File: src/hdl/sparse_pattern_a_plus_at_core_assert.svh
// Assertion macros shared by the sparse pattern core.
`ifndef SPARSE_PATTERN_A_PLUS_AT_CORE_ASSERT_SVH
`define SPARSE_PATTERN_A_PLUS_AT_CORE_ASSERT_SVH
`ifndef SYNTHESIS
`define SPAAT_ASSERT_IMP(lbl, clk, rst, a, b) \
  lbl: assert property (@(posedge clk) disable iff (rst) (a) |-> (b)) \
    else $error("same-cycle check failed");
`define SPAAT_ASSERT_NXT(lbl, clk, rst, a, b) \
  lbl: assert property (@(posedge clk) disable iff (rst) (a) |=> (b)) \
    else $error("next-cycle check failed");
`else
`define SPAAT_ASSERT_IMP(lbl, clk, rst, a, b)
`define SPAAT_ASSERT_NXT(lbl, clk, rst, a, b)
`endif
`endif

File: src/hdl/spaat_pkg.sv
// Shared types, constants and helpers of the sparse pattern core.
package spaat_pkg;
  localparam int MAX_DIM = 1024;
  localparam int MAX_NZ  = 8192;
  localparam int IDX_W   = $clog2(MAX_DIM);
  localparam int DIM_W   = IDX_W + 1;
  localparam int NZA_W   = $clog2(MAX_NZ);
  localparam int NZ_W    = NZA_W + 1;
  localparam int TOT_W   = 15;
  localparam int MARK_W  = DIM_W;

  localparam logic [MARK_W-1:0] MARK_UNSEEN = '1;

  localparam logic [1:0] MODE_CLEAR = 2'd0;
  localparam logic [1:0] MODE_LOAD  = 2'd1;
  localparam logic [1:0] MODE_READ  = 2'd2;

  localparam logic [1:0] CFG_MATRIX_SIZE  = 2'd0;
  localparam logic [1:0] CFG_INCLUDE_DIAG = 2'd1;

  typedef enum logic [1:0] {CMD_CLEAR, CMD_LOAD, CMD_READ} cmd_op_t;

  typedef struct packed {
    cmd_op_t          op;
    logic             in_range;
    logic [IDX_W-1:0] col;
    logic [IDX_W-1:0] row;
  } cmd_t;

  typedef struct packed {
    logic             present;
    logic [IDX_W-1:0] col;
    logic [IDX_W-1:0] row;
    logic             final_flag;
    logic [TOT_W-1:0] total;
  } res_t;

  typedef struct packed {
    logic             built;
    logic [TOT_W-1:0] total;
  } back_stat_t;

  // Clamp the programmed size into 1..MAX_DIM.
  function automatic logic [DIM_W-1:0] eff_size(input logic [DIM_W-1:0] size);
    logic [DIM_W-1:0] n;
    n = size;
    if (size == '0) n = DIM_W'(1);
    else if (size > DIM_W'(MAX_DIM)) n = DIM_W'(MAX_DIM);
    return n;
  endfunction
endpackage

File: src/hdl/spaat_front.sv
// Front end: accept input items, classify them and queue commands.
module spaat_front import spaat_pkg::*; (
  input  logic             clk,
  input  logic             rst,
  input  logic             push,
  output logic             full,
  input  logic [1:0]       mode,
  input  logic [IDX_W-1:0] entry_column,
  input  logic [IDX_W-1:0] entry_row,
  input  logic [DIM_W-1:0] matrix_size,
  output logic             cmd_valid,
  output cmd_t             cmd,
  input  logic             cmd_take
);
  cmd_t       q [0:1];
  logic       wr_ptr;
  logic       rd_ptr;
  logic [1:0] count;
  logic       enq;
  cmd_t       cls;
  logic [DIM_W-1:0] n;

  assign full      = (count == 2'd2);
  assign cmd_valid = (count != 2'd0);
  assign cmd       = q[rd_ptr];

  always_comb begin
    n = eff_size(matrix_size);
    cls.col = entry_column;
    cls.row = entry_row;
    cls.in_range = ({1'b0, entry_column} < n) && ({1'b0, entry_row} < n);
    enq = push && !full;
    case (mode)
      MODE_CLEAR: cls.op = CMD_CLEAR;
      MODE_LOAD:  cls.op = CMD_LOAD;
      MODE_READ:  cls.op = CMD_READ;
      default: begin
        cls.op = CMD_CLEAR;
        enq = 1'b0;  // drop the unused mode
      end
    endcase
  end

  always_ff @(posedge clk) begin
    if (enq) q[wr_ptr] <= cls;
  end

  always_ff @(posedge clk) begin
    if (rst) begin
      wr_ptr <= 1'b0;
      rd_ptr <= 1'b0;
      count  <= 2'd0;
    end else begin
      if (enq) wr_ptr <= ~wr_ptr;
      if (cmd_take) rd_ptr <= ~rd_ptr;
      count <= count + 2'(enq) - 2'(cmd_take);
    end
  end
endmodule

File: config.mk
export PLATFORM = sky130hd
export DESIGN_NAME = spaat_front
export DESIGN_NICKNAME = d
export VERILOG_FILES = /design/src/hdl/sparse_pattern_a_plus_at_core_assert.svh /design/src/hdl/spaat_pkg.sv /design/src/hdl/spaat_front.sv
export SDC_FILE = /design/constraint.sdc
export NUM_CORES = 1
export LEC_CHECK = 0
export ABC_AREA = 1
export BUFFER_PORTS_ARGS = -buffer_cell sky130_fd_sc_hd__buf_2
export CAP_MARGIN = 20
export CORE_AREA = 2 2 67 101
export DETAILED_ROUTE_END_ITERATION = 10
export DIE_AREA = 0 0 69 103
export SLEW_MARGIN = 5
export SYNTH_ARGS = -nofsm -noshare
export SYNTH_HDL_FRONTEND = slang
export SYNTH_SLANG_ARGS = --single-unit
File: constraint.sdc
create_clock -name clk -period 3.85 [get_ports clk]
set_input_delay 0.77 -clock clk [delete_from_list [all_inputs] [get_ports clk]]
set_output_delay 0.77 -clock clk [all_outputs]
set_load 0.1 [all_outputs]
==> impl_results.md <==
- Status: completed
- Sw Ratio: slightly below 40%
- Pleak: about 1.2 nW
- Final Cycle Share: 72.1%
- Hold slack: 0.541 ns
- Clock Sinks: slightly above 50
- Hold Path Class: flip-flop to flip-flop
- Area contributors post-synth: edfxtp_1, mux2_2, ha_1, nand2_1, dfxtp_1
- Post-Place Setup Slack: 1.05 ns
- Post-synthesis sequential area ratio: between 60% and 70%
- TritonRoute pass-1 iters: 3
- Pwr Total: 1.45 mW
- Clock slew at reported path FFs: roughly 0.1 ns
- Starting DRT DRC Count: 67
- CTS tree: yes
- CP max-delay cell: dfxtp_1
- Count of final hold-check violations: 0
- Final wirelength: about 4.6 mm
- Cell with the most instances after synthesis: edfxtp_1
- Htree depth: 2
- Netlist Area Pre-Place: around 2500 µm²
- Worst Setup Path Type: flip-flop to output port
- Tot GR Track Use: between 10% and 20%
- DR DRC count: 0
- Initial antenna violation count: 0
- Logic gate share of total power: between 30% and 40%
- Dominant synthesized flop cell: edfxtp_1
- Starting Density: roughly 39%
- Setup Viol. Count Final: 0
- Final instance area: 2960 µm²
- Highest clock rate: 0.360 GHz
- Distinct cells, synth: 27
- Worst slew pin tran: approximately 0.63 ns
- Worst r2r src: count[1]
- Setup TNS: 0 ns
- RSZ-0062 raised after global routing: no
- Core Region: ~6300 µm²
- Drt wl/cell: roughly 14 µm
- Seq cells post-synth: between 50 and 60
- Crit path arrival time: 2.01 ns
- Critical-path cell list: buf_4 > mux2_2 > buf_2
- Worst r2r path cells: 8
- Switching power total: roughly 0.56 mW
- Post-synth top area cell: edfxtp_1
- Via count: between 1,500 and 2,000
- Syn. warnings: 0
- Via density: between 4 and 5
- Largest fanout on the critical path: 14
- Hold path startpoint: rd_ptr
- Post-placement cell area: approximately 2900 µm²
- Remaining Overflow, GRT: 0
- First-pass GRT wire length: a little over 7 mm
- Max_slew headroom: roughly three fifths
- Syn nets: approximately 240
- Cell Count Post-Placement: 325
- # rows: 36
- Maximum buffer depth of the clock tree: 2
- Top post-synthesis cells by count: edfxtp_1, nand2_1, mux2_2, ha_1
- Layout cells sized above 1: a little over two fifths
- Worst Path Required: approximately 3.1 ns
- Flop pwr share: 46.2%
- Hold Path Depth: 2
- Routability cong.: 0.764
- Pint: ~0.9 mW
- Final Max Slew Viols: 0
- Max cap viols: 0
- # diodes: 0
- PwrDens: 490 nW/µm²
- Post-synth EDFFs: 46
- Final Critical Period: 2.78 ns
- Post-DRT Antenna Nets: 0
- Skew final: around 0.014 ns
- Full die area: about 7100 µm²
- Hold_buf cts: 0
- Fin nets: approximately 310
- Final worst-path setup slack: between 1 and 1.5 ns
- Num CTS Buffers: 5
- Largest net degree at the start of global routing: 18
- Post-DP HPWL: around 3.6 mm
- Crit end category: output port
- Final core utilization: a little under half
- CP Launch Type: flip-flop
- Final cell count without fillers: approximately 330
- CTS resizes: 0
- FFs w/ async S/R, synth: 0%
- # Post-CTS Setup Buffers: 0
- Power share of the clock group: roughly a fifth
- Worst skew pair latency: about 0.31 ns
- Number of port buffers: ~60
- Die Ht: around 100 µm
- Area grow syn2layout: 20.6%
- Worst path max stage delay: approximately 0.73 ns
- Vias in the first global route: between 1,500 and 2,000
- Synth top area share: a little under three fifths
- Synth Area per Inst: between 10 and 15 µm²
- Root buffer cell: clkbuf_8
- Cells after synthesis: about 190
- VDD IR-drop max: about 0.28 mV
- Top Ports: between 60 and 70
- R2R Setup Slk: roughly 2.2 ns
- Worst hold endpoint: rd_ptr
- Die Width: between 60 and 70 µm
- Reg2reg end: count[1]
- Fillers: 608
-- final cells by class --
type                    count  area [µm²]  area share [%]
well taps                  76        95.1            3.21
inverters                  15        56.3            1.90
multi-input cells         119         913            30.8
clock inverters             3        18.8           0.634
flip-flops and latches     51        1480            50.0
repair buffers             64         328            11.1
clock buffers               5        68.8            2.32
-- critical path, delay by kind of cell (launching register included) --
kind | cells | cell delay (ns)
buffers and inverters | 2 | 0.60
multiplexers | 1 | 0.36
flip-flops | 1 | 0.73
-- cells in the final DEF (no fill, tap or decap), drive strengths merged, types with 3 or more instances in the layout --
master  instances
o21ai           3
buf            64
mux2           23
a21oi           8
ha             20
nor2           17
nand3           3
nor3b           3
dfxtp           5
edfxtp         46
inv            16
clkbuf          5
nand2          30
-- sequential cells by signal, summed over array words and instances (netlist names), named ones only --
signal,flops
q,46
wr_ptr,1
count,2
rd_ptr,1
-- cell families after synthesis --
family	synth area share, %
compound gates	4.23
xor+xnor	0.713
fa+ha+maj	10.2
buf+inv	2.70
flops	60.3
mux	10.5
simple gates	11.3
-- power by group through the flow --
stage | clock network [mW] | registers [mW] | logic (mW)
after detailed placement | 0 | 0.685 | 0.480
after CTS | 0.311 | 0.672 | 0.481
final | 0.306 | 0.671 | 0.476
after global placement | 0 | 0.683 | 0.477
after floorplan | 0 | 0.677 | 0.395
after global routing | 0.334 | 0.676 | 0.506
-- worst max path at each step --
stage                        start  endpoint  cells past startpoint
finish                   flip-flop    cmd[5]                      3
global route             flip-flop    cmd[5]                      3
CTS                      flip-flop    cmd[5]                      3
detailed placement  matrix_size[8]  q[0][20]                     11
global placement    matrix_size[4]  q[0][20]                     11
floorplan                 count[1]      full                      2
-- metal layers --
layer,vias up,wire [µm],part of all wire [%],GRT usage (%)
li1,805,-,-,-
met4,0,153,3.4,7.99
met2,36,2340,51,22.6
met3,10,163,3.6,2.44
met5,-,0,0,0
met1,728,1900,42,15.8
Note: power is estimated with default switching activity, not from simulation.
