$ cat config.mk
export PLATFORM = sky130hd
export DESIGN_NAME = spaat_outq
export DESIGN_NICKNAME = d
export VERILOG_FILES = /design/src/hdl/sparse_pattern_a_plus_at_core_assert.svh /design/src/hdl/spaat_pkg.sv /design/src/hdl/spaat_outq.sv
export SDC_FILE = /design/constraint.sdc
export NUM_CORES = 1
export LEC_CHECK = 0
export BUFFER_PORTS_ARGS = -buffer_cell sky130_fd_sc_hd__buf_2
export CORE_MARGIN = 3
export CORE_UTILIZATION = 30
export CTS_CLUSTER_DIAMETER = 200
export CTS_CLUSTER_SIZE = 8
export DETAILED_ROUTE_END_ITERATION = 8
export GPL_TIMING_DRIVEN = 0
export PLACE_DENSITY = 0.48
export SYNTH_ARGS = -nofsm -noshare
export SYNTH_HDL_FRONTEND = slang
export SYNTH_SLANG_ARGS = --single-unit
$ cat constraint.sdc
create_clock -name clk -period 3.08 [get_ports clk]
set_input_delay 0.154 -clock clk [delete_from_list [all_inputs] [get_ports clk]]
set_output_delay 0.154 -clock clk [all_outputs]
set_load 0.01 [all_outputs]
$ cat src/hdl/sparse_pattern_a_plus_at_core_assert.svh
// Assertion macros shared by the sparse pattern core.
`ifndef SPARSE_PATTERN_A_PLUS_AT_CORE_ASSERT_SVH
`define SPARSE_PATTERN_A_PLUS_AT_CORE_ASSERT_SVH
`ifndef SYNTHESIS
`define SPAAT_ASSERT_IMP(lbl, clk, rst, a, b) \
  lbl: assert property (@(posedge clk) disable iff (rst) (a) |-> (b)) \
    else $error("same-cycle check failed");
`define SPAAT_ASSERT_NXT(lbl, clk, rst, a, b) \
  lbl: assert property (@(posedge clk) disable iff (rst) (a) |=> (b)) \
    else $error("next-cycle check failed");
`else
`define SPAAT_ASSERT_IMP(lbl, clk, rst, a, b)
`define SPAAT_ASSERT_NXT(lbl, clk, rst, a, b)
`endif
`endif

$ cat src/hdl/spaat_pkg.sv
// Shared types, constants and helpers of the sparse pattern core.
package spaat_pkg;
  localparam int MAX_DIM = 1024;
  localparam int MAX_NZ  = 8192;
  localparam int IDX_W   = $clog2(MAX_DIM);
  localparam int DIM_W   = IDX_W + 1;
  localparam int NZA_W   = $clog2(MAX_NZ);
  localparam int NZ_W    = NZA_W + 1;
  localparam int TOT_W   = 15;
  localparam int MARK_W  = DIM_W;

  localparam logic [MARK_W-1:0] MARK_UNSEEN = '1;

  localparam logic [1:0] MODE_CLEAR = 2'd0;
  localparam logic [1:0] MODE_LOAD  = 2'd1;
  localparam logic [1:0] MODE_READ  = 2'd2;

  localparam logic [1:0] CFG_MATRIX_SIZE  = 2'd0;
  localparam logic [1:0] CFG_INCLUDE_DIAG = 2'd1;

  typedef enum logic [1:0] {CMD_CLEAR, CMD_LOAD, CMD_READ} cmd_op_t;

  typedef struct packed {
    cmd_op_t          op;
    logic             in_range;
    logic [IDX_W-1:0] col;
    logic [IDX_W-1:0] row;
  } cmd_t;

  typedef struct packed {
    logic             present;
    logic [IDX_W-1:0] col;
    logic [IDX_W-1:0] row;
    logic             final_flag;
    logic [TOT_W-1:0] total;
  } res_t;

  typedef struct packed {
    logic             built;
    logic [TOT_W-1:0] total;
  } back_stat_t;

  // Clamp the programmed size into 1..MAX_DIM.
  function automatic logic [DIM_W-1:0] eff_size(input logic [DIM_W-1:0] size);
    logic [DIM_W-1:0] n;
    n = size;
    if (size == '0) n = DIM_W'(1);
    else if (size > DIM_W'(MAX_DIM)) n = DIM_W'(MAX_DIM);
    return n;
  endfunction
endpackage

$ cat src/hdl/spaat_outq.sv
// Result queue between the back end and the result ports.
module spaat_outq import spaat_pkg::*; (
  input  logic clk,
  input  logic rst,
  input  logic res_push,
  input  res_t res_in,
  output logic res_full,
  output logic empty,
  input  logic pop,
  output res_t res_out
);
  res_t       q [0:1];
  logic       wr_ptr;
  logic       rd_ptr;
  logic [1:0] count;
  logic       deq;

  assign res_full = (count == 2'd2);
  assign empty    = (count == 2'd0);
  assign res_out  = q[rd_ptr];
  assign deq      = pop && !empty;

  always_ff @(posedge clk) begin
    if (res_push) q[wr_ptr] <= res_in;
  end

  always_ff @(posedge clk) begin
    if (rst) begin
      wr_ptr <= 1'b0;
      rd_ptr <= 1'b0;
      count  <= 2'd0;
    end else begin
      if (res_push) wr_ptr <= ~wr_ptr;
      if (deq) rd_ptr <= ~rd_ptr;
      count <= count + 2'(res_push) - 2'(deq);
    end
  end
endmodule

==> results of run 1 <==
-- kinds of logic (layout without fill, tap and decap cells) --
group	after synthesis	in the layout	share of synthesized area
AND/OR/NAND/NOR	9	9	0.01592
flip-flops	79	79	0.7576
multiplexers	39	39	0.1800
AO/OA/AOI/OAI	1	1	0.002450
adder cells (fa/ha/maj)	2	2	0.008162
XOR/XNOR	2	2	0.01020
buffers and inverters	6	140	0.02572
-- worst min-delay path by stage --
stage,cells after the start,slack [ps],to,from
after floorplan,1,230,count[0]$_SDFF_PP0_,rst
after CTS,2,10,wr_ptr$_SDFFE_PP0P_,rst
after global routing,2,30,wr_ptr$_SDFFE_PP0P_,rst
after detailed placement,1,340,q[1][5]$_DFFE_PP_,res_in[5]
after global placement,1,340,q[0][12]$_DFFE_PP_,res_in[12]
final,2,30,wr_ptr$_SDFFE_PP0P_,rst
-- cell usage in the layout, fill, tap and decap left out --
master          n
o21a_1          1
xnor2_1         1
ha_1            2
nor2b_1         2
and2b_2         1
mux2_4         30
buf_12          5
xnor3_1         1
bufinv_16       2
buf_6           1
clkinv_4        1
clkbuf_8        9
clkinv_1        1
nor2b_4         1
dfxtp_1         5
dlygate4sd3_1  37
inv_1           2
inv_6           2
clkinv_2        1
mux2_2          9
nor2_1          4
edfxtp_1       74
buf_2          79
and2_2          1
-- per-layer routing --
layer / routed length (µm) / share of wire / global-route usage
met5: 0 / 0 / 0
met4: 102 / 0.018 / 0.05479
met3: 205 / 0.037 / 0.02047
met2: 2950 / 0.53 / 0.1756
met1: 2335 / 0.42 / 0.1194
-- area by class of cell --
type / instances / area, µm²
Clock inverter: 7 / 95.09
Buffer: 4 / 71.32
Multi-Input combinational cell: 53 / 673.1
Inverter: 2 / 7.507
Timing Repair Buffer: 118 / 805.8
Fill cell: 905 / 5599
Tap cell: 133 / 166.4
Clock buffer: 9 / 123.9
Sequential cell: 79 / 2322
-- stage by stage --
step	setup TNS, ps	cell area (µm²)	hold slack, ps
after floorplan	0	3065	225.6
after global placement	-24340	3627	342.3
after detailed placement	0	3676	344.7
after CTS	0	4265	13.18
after global routing	0	4265	34.74
final	0	4265	32.64
-- flip-flops by register name, summed over array words and instances, names as in the netlist, named ones only --
register / count
wr_ptr: 1
count: 2
rd_ptr: 1
q: 74
-- power by group through the flow --
stage	combinational (mW)	clock (mW)	sequential, mW
2_1_floorplan	0.489	0	1.31
3_5_place_dp	0.707	0	1.32
5_1_grt	0.789	0.913	1.30
6_report	0.729	0.838	1.29
4_1_cts	0.748	0.871	1.29
3_3_place_gp	0.699	0	1.32
-- timing repair --
| action | 4_1_cts | 5_1_grt |
|---|---|---|
| endpoints found under the setup margin | 0 | 0 |
| endpoints found under the hold margin | 74 | 0 |
| hold buffers | 37 | 0 |
==> results.toml, run 1 <==
[timing]
fmaxAchievable_mhz = 621.6
fin_crit_sh = 0.5223
maxSlewHeadroom = 0.6252
slew_violations = 0
fin_ws_ps = 1471
rsz0062_at_grt = "no"
fin_worst_skew_ps = 9.193
period_needed_ps = 1609
setup_viol = 0
hold_viol = 0
worst_slew_pin_slew_ps = 561.0

[global_routing]
grt_max_degree = 24
grt_pass1_wl_um = 8776
antenna_found_initial = 0
grt_pass1_vias = 1770
grt_remaining_overflow = 0
grtUsageTotal = 0.1021

[synth]
synth_top_area_share = 0.7249
synth_ff_type = "edfxtp_1"
avgSynthCellArea_um2 = 22.21
synth_edf_count = 74
ys_seq_area_frac = 0.7576
synth.most_common_cell = "edfxtp_1"
synthTopCellsByArea = "edfxtp_1 72%, mux2_4 15%, mux2_2 3.3%, dfxtp_1 3.3%, buf_12 2.0%"
synthArstFlopShare = 0
synth_seq_cells = 79
ys_types = 15
yosys-top-cells-count = "74 x edfxtp_1, 30 x mux2_4, 9 x mux2_2"
yosys_warnings = 0
synth_top_cell_by_area = "edfxtp_1"
syn_inst = 138
synth_fp_nets = 181
synth_area_um2 = 3065

[setup_path]
worst-path-buf-inv = 3
crit_family = "buffers and inverters"
critPathSlowestCell = "dfxtp_1"
reg2reg_to = "q[1][19]$_DFFE_PP_"
reg2regPathDepth = 2
cpPeakStageDelay_ps = 330
cp.required_ps = 2930
path_cells = "buf_6, buf_12, mux2_4, buf_2"
crit_path_start_kind = "register"
path_max_fanout = 10
reg2reg_from = "wr_ptr$_SDFFE_PP0P_"
cp_num_cells = 4
critical_path_class = "reg2out"
rrSetupSlack_ps = 1640
worstPathArrival_ps = 1450
endpoint = "res_out[26]"
worst_setup_path_end_kind = "output port"

[placement]
post-place-ws_ps = 1650
place_congestion = 0.6444
dp_cells = 352
numPortBuffers = 79
place_hpwl_um = 3834

[drt]
ant_nets = 0
firstDrtPassIters = 4
drtIter0Drc = 38
totalWireLength_um = 5593
vias_per_cell = 4.059
num_vias = 1644
wire_per_inst_um = 13.81
route.detailed.drc = 0

[power]
p_clk_frac = 0.293
pwr-share-comb = 0.255
vdd_drop_max_uv = 295.2
cellPowerDensity_nw_per_um2 = 670.7
power_mw = 2.861
seq_power_share = 0.452
intPower_mw = 2.145
p_leak_nw = 1.683
p_sw_frac = 0.2503
switchingPower_uw = 715.9

[clock_tree]
clk_pin_slew_ps = 80
clk_latency_ps = 340
cts_tree = "yes"
post_cts_resized = 0
cts_buffer_depth = 2
cts_made_buffers = 9
htree_levels = 3
postCtsSetupBuffers = 0
cts-root-buf = "clkbuf_8"
cts.sinks = 79

[floorplanning]
die_h_um = 107.1
die_area_um2 = 11470
fp-row-count = 36
die_x_um = 107.1
ioPinCount = 80
core_area_um2 = 9864
initial_utilization = 0.3108

[worst_hold_path]
hold_class = "in2reg"

[status]
status = "finished, final reports clean"

[run]
cap_violations = 0

[layout]
areaGrowthSynthToFinish_pct = 39.14
post-route-util = 0.4324
fin_cells = 405
drive_above_1_share = 0.5221
nets = 310
antennaDiodeCount = 0
Note: power is estimated with default switching activity, not from simulation.
==> inputs of run 2 (changes only) <==
Clock period 3.08 ns to 1.5 ns, I/O delays scaled along.
==> results.toml, run 2 (synthesized netlist as in run 1, its figures left out) <==
[layout]
post-route-util = 0.4685
fillers = 864
areaGrowthSynthToFinish_pct = 50.78
regArea_um2 = 2327
multi_input_area_um2 = 699.4
largest_reg_flops = 74
layout_common_cells = "74 x edfxtp_1, 43 x buf_2, 41 x buf_6"
layout_commonest_cell = "edfxtp_1"
stdcell_area_um2 = 4622
antennaDiodeCount = 0
nets = 319
top_register = "q"
drive_above_1_share = 0.5445
top_regs = "q x74, count x2"

[timing]
rsz0062_at_grt = "yes"
maxSlewHeadroom = 0.2353
hold_ws_ps = 46.75
fmaxAchievable_mhz = 616.5
hold_viol = 0
fin_worst_skew_ps = 11.75
setup_viol = 81
fin_ws_ps = -122.0
period_needed_ps = 1622
worst_slew_pin_slew_ps = 1145
slew_violations = 0
fin_crit_sh = 1.081

[floorplanning]
die_area_um2 = 11470
die_h_um = 107.1
fp-row-count = 36
core_area_um2 = 9864
initial_utilization = 0.3108
ioPinCount = 80
die_x_um = 107.1

[setup_path]
reg2reg_to = "q[0][17]$_DFFE_PP_"
path_max_fanout = 37
rrSetupSlack_ps = -120
reg2regPathDepth = 1
critPathSlowestCell = "nor2b_4"
reg2reg_from = "wr_ptr$_SDFFE_PP0P_"
cp_num_cells = 1
cpPeakStageDelay_ps = 880
path_cells = "nor2b_4"
critPathLaunch = "wr_ptr$_SDFFE_PP0P_"
worst_setup_path_end_kind = "register"
critical_path_class = "reg2reg"
crit_family = "simple AND/OR/NAND/NOR gates"
cp.required_ps = 1450
worst-path-buf-inv = 0
endpoint = "q[0][17]$_DFFE_PP_"
crit_path_start_kind = "register"
worstPathArrival_ps = 1570

[drt]
drtIter0Drc = 58
route.detailed.drc = 0
totalWireLength_um = 6037
firstDrtPassIters = 4
vias_per_cell = 4.092
num_vias = 1694
ant_nets = 0
wire_per_inst_um = 14.58

[placement]
place_congestion = 0.6325
place_hpwl_um = 3444
post-place-ws_ps = -223.0
numPortBuffers = 79
placed_area_um2 = 3636

[global_routing]
grt_remaining_overflow = 0
grt_pass1_vias = 1929
grt_pass1_wl_um = 9660
grt_max_degree = 38
antenna_found_initial = 0
grtUsageTotal = 0.1118

[worst_hold_path]
hold_class = "in2reg"

[clock_tree]
clk_latency_ps = 340
cts.sinks = 79
htree_levels = 3
cts_buffer_depth = 2
cts_made_buffers = 9
cts-root-buf = "clkbuf_8"
clk_pin_slew_ps = 80
cts_tree = "yes"

[power]
cellPowerDensity_nw_per_um2 = 1367
power_mw = 6.317
vdd_drop_max_uv = 730.6
p_leak_nw = 1.828

[status]
status = "finished, violations left"
violations = "setup timing"

[run]
cap_violations = 0
[run 2: cell count changes in the layout (fill, tap and decap cells not counted), sizes merged]
cell	before	now
clkinvlp	0	2
buf	85	93
inv	4	3
bufinv	2	1
dlygate4sd3	37	38
[run 2: worst min-delay path by stage]
stage	startpoint	to	slack, ps	cells after the start
3_3_place_gp	res_in[22]	q[1][22]$_DFFE_PP_	260	1
5_1_grt	res_push	wr_ptr$_SDFFE_PP0P_	50	3
6_report	res_push	wr_ptr$_SDFFE_PP0P_	50	3
4_1_cts	res_push	wr_ptr$_SDFFE_PP0P_	20	3
2_1_floorplan	rst	count[0]$_SDFF_PP0_	150	1
3_5_place_dp	res_in[11]	q[0][11]$_DFFE_PP_	270	1
[run 2: per-layer routing]
layer / vias to the layer above / wire (µm) / GRT usage
met2: 40 / 3242 / 0.2002
met4: 0 / 83 / 0.04658
met1: 838 / 2517 / 0.1290
li1: 810 / - / -
met5: - / 0 / 0
met3: 6 / 193 / 0.02348
[run 2: where the power goes]
group | switching (mW) | total [mW] | internal [mW]
sequential | 0.0736 | 2.67 | 2.60
clock | 0.790 | 1.56 | 0.772
combinational | 0.747 | 2.08 | 1.33
total | 1.61 | 6.32 | 4.71
[run 2: cell type report]
type | instances | share of cell area
buffer | 4 | 0.01733
inverter | 2 | 0.001624
clock inverter | 7 | 0.01570
tap | 133 | 0.03600
sequential | 79 | 0.5035
timing repair buffer | 127 | 0.2477
clock buffer | 9 | 0.02680
multi-input combinational | 53 | 0.1513
[run 2: repair_timing]
item	4_1_cts	5_1_grt
hold buffers	38	0
hold endpoints to repair	77	0
gates resized for setup	46	18
endpoints found under the setup margin	104	111
pin swaps	0	0
cloned	4	0
setup buffers	6	5
[run 2: through the flow]
| stage | cells | TNS [ps] |
|---|---|---|
| floorplan | 138 | 0 |
| global placement | 350 | -13960 |
| detailed placement | 350 | -14860 |
| CTS | 414 | -14190 |
| global route | 414 | -17650 |
| finish | 414 | -6583 |
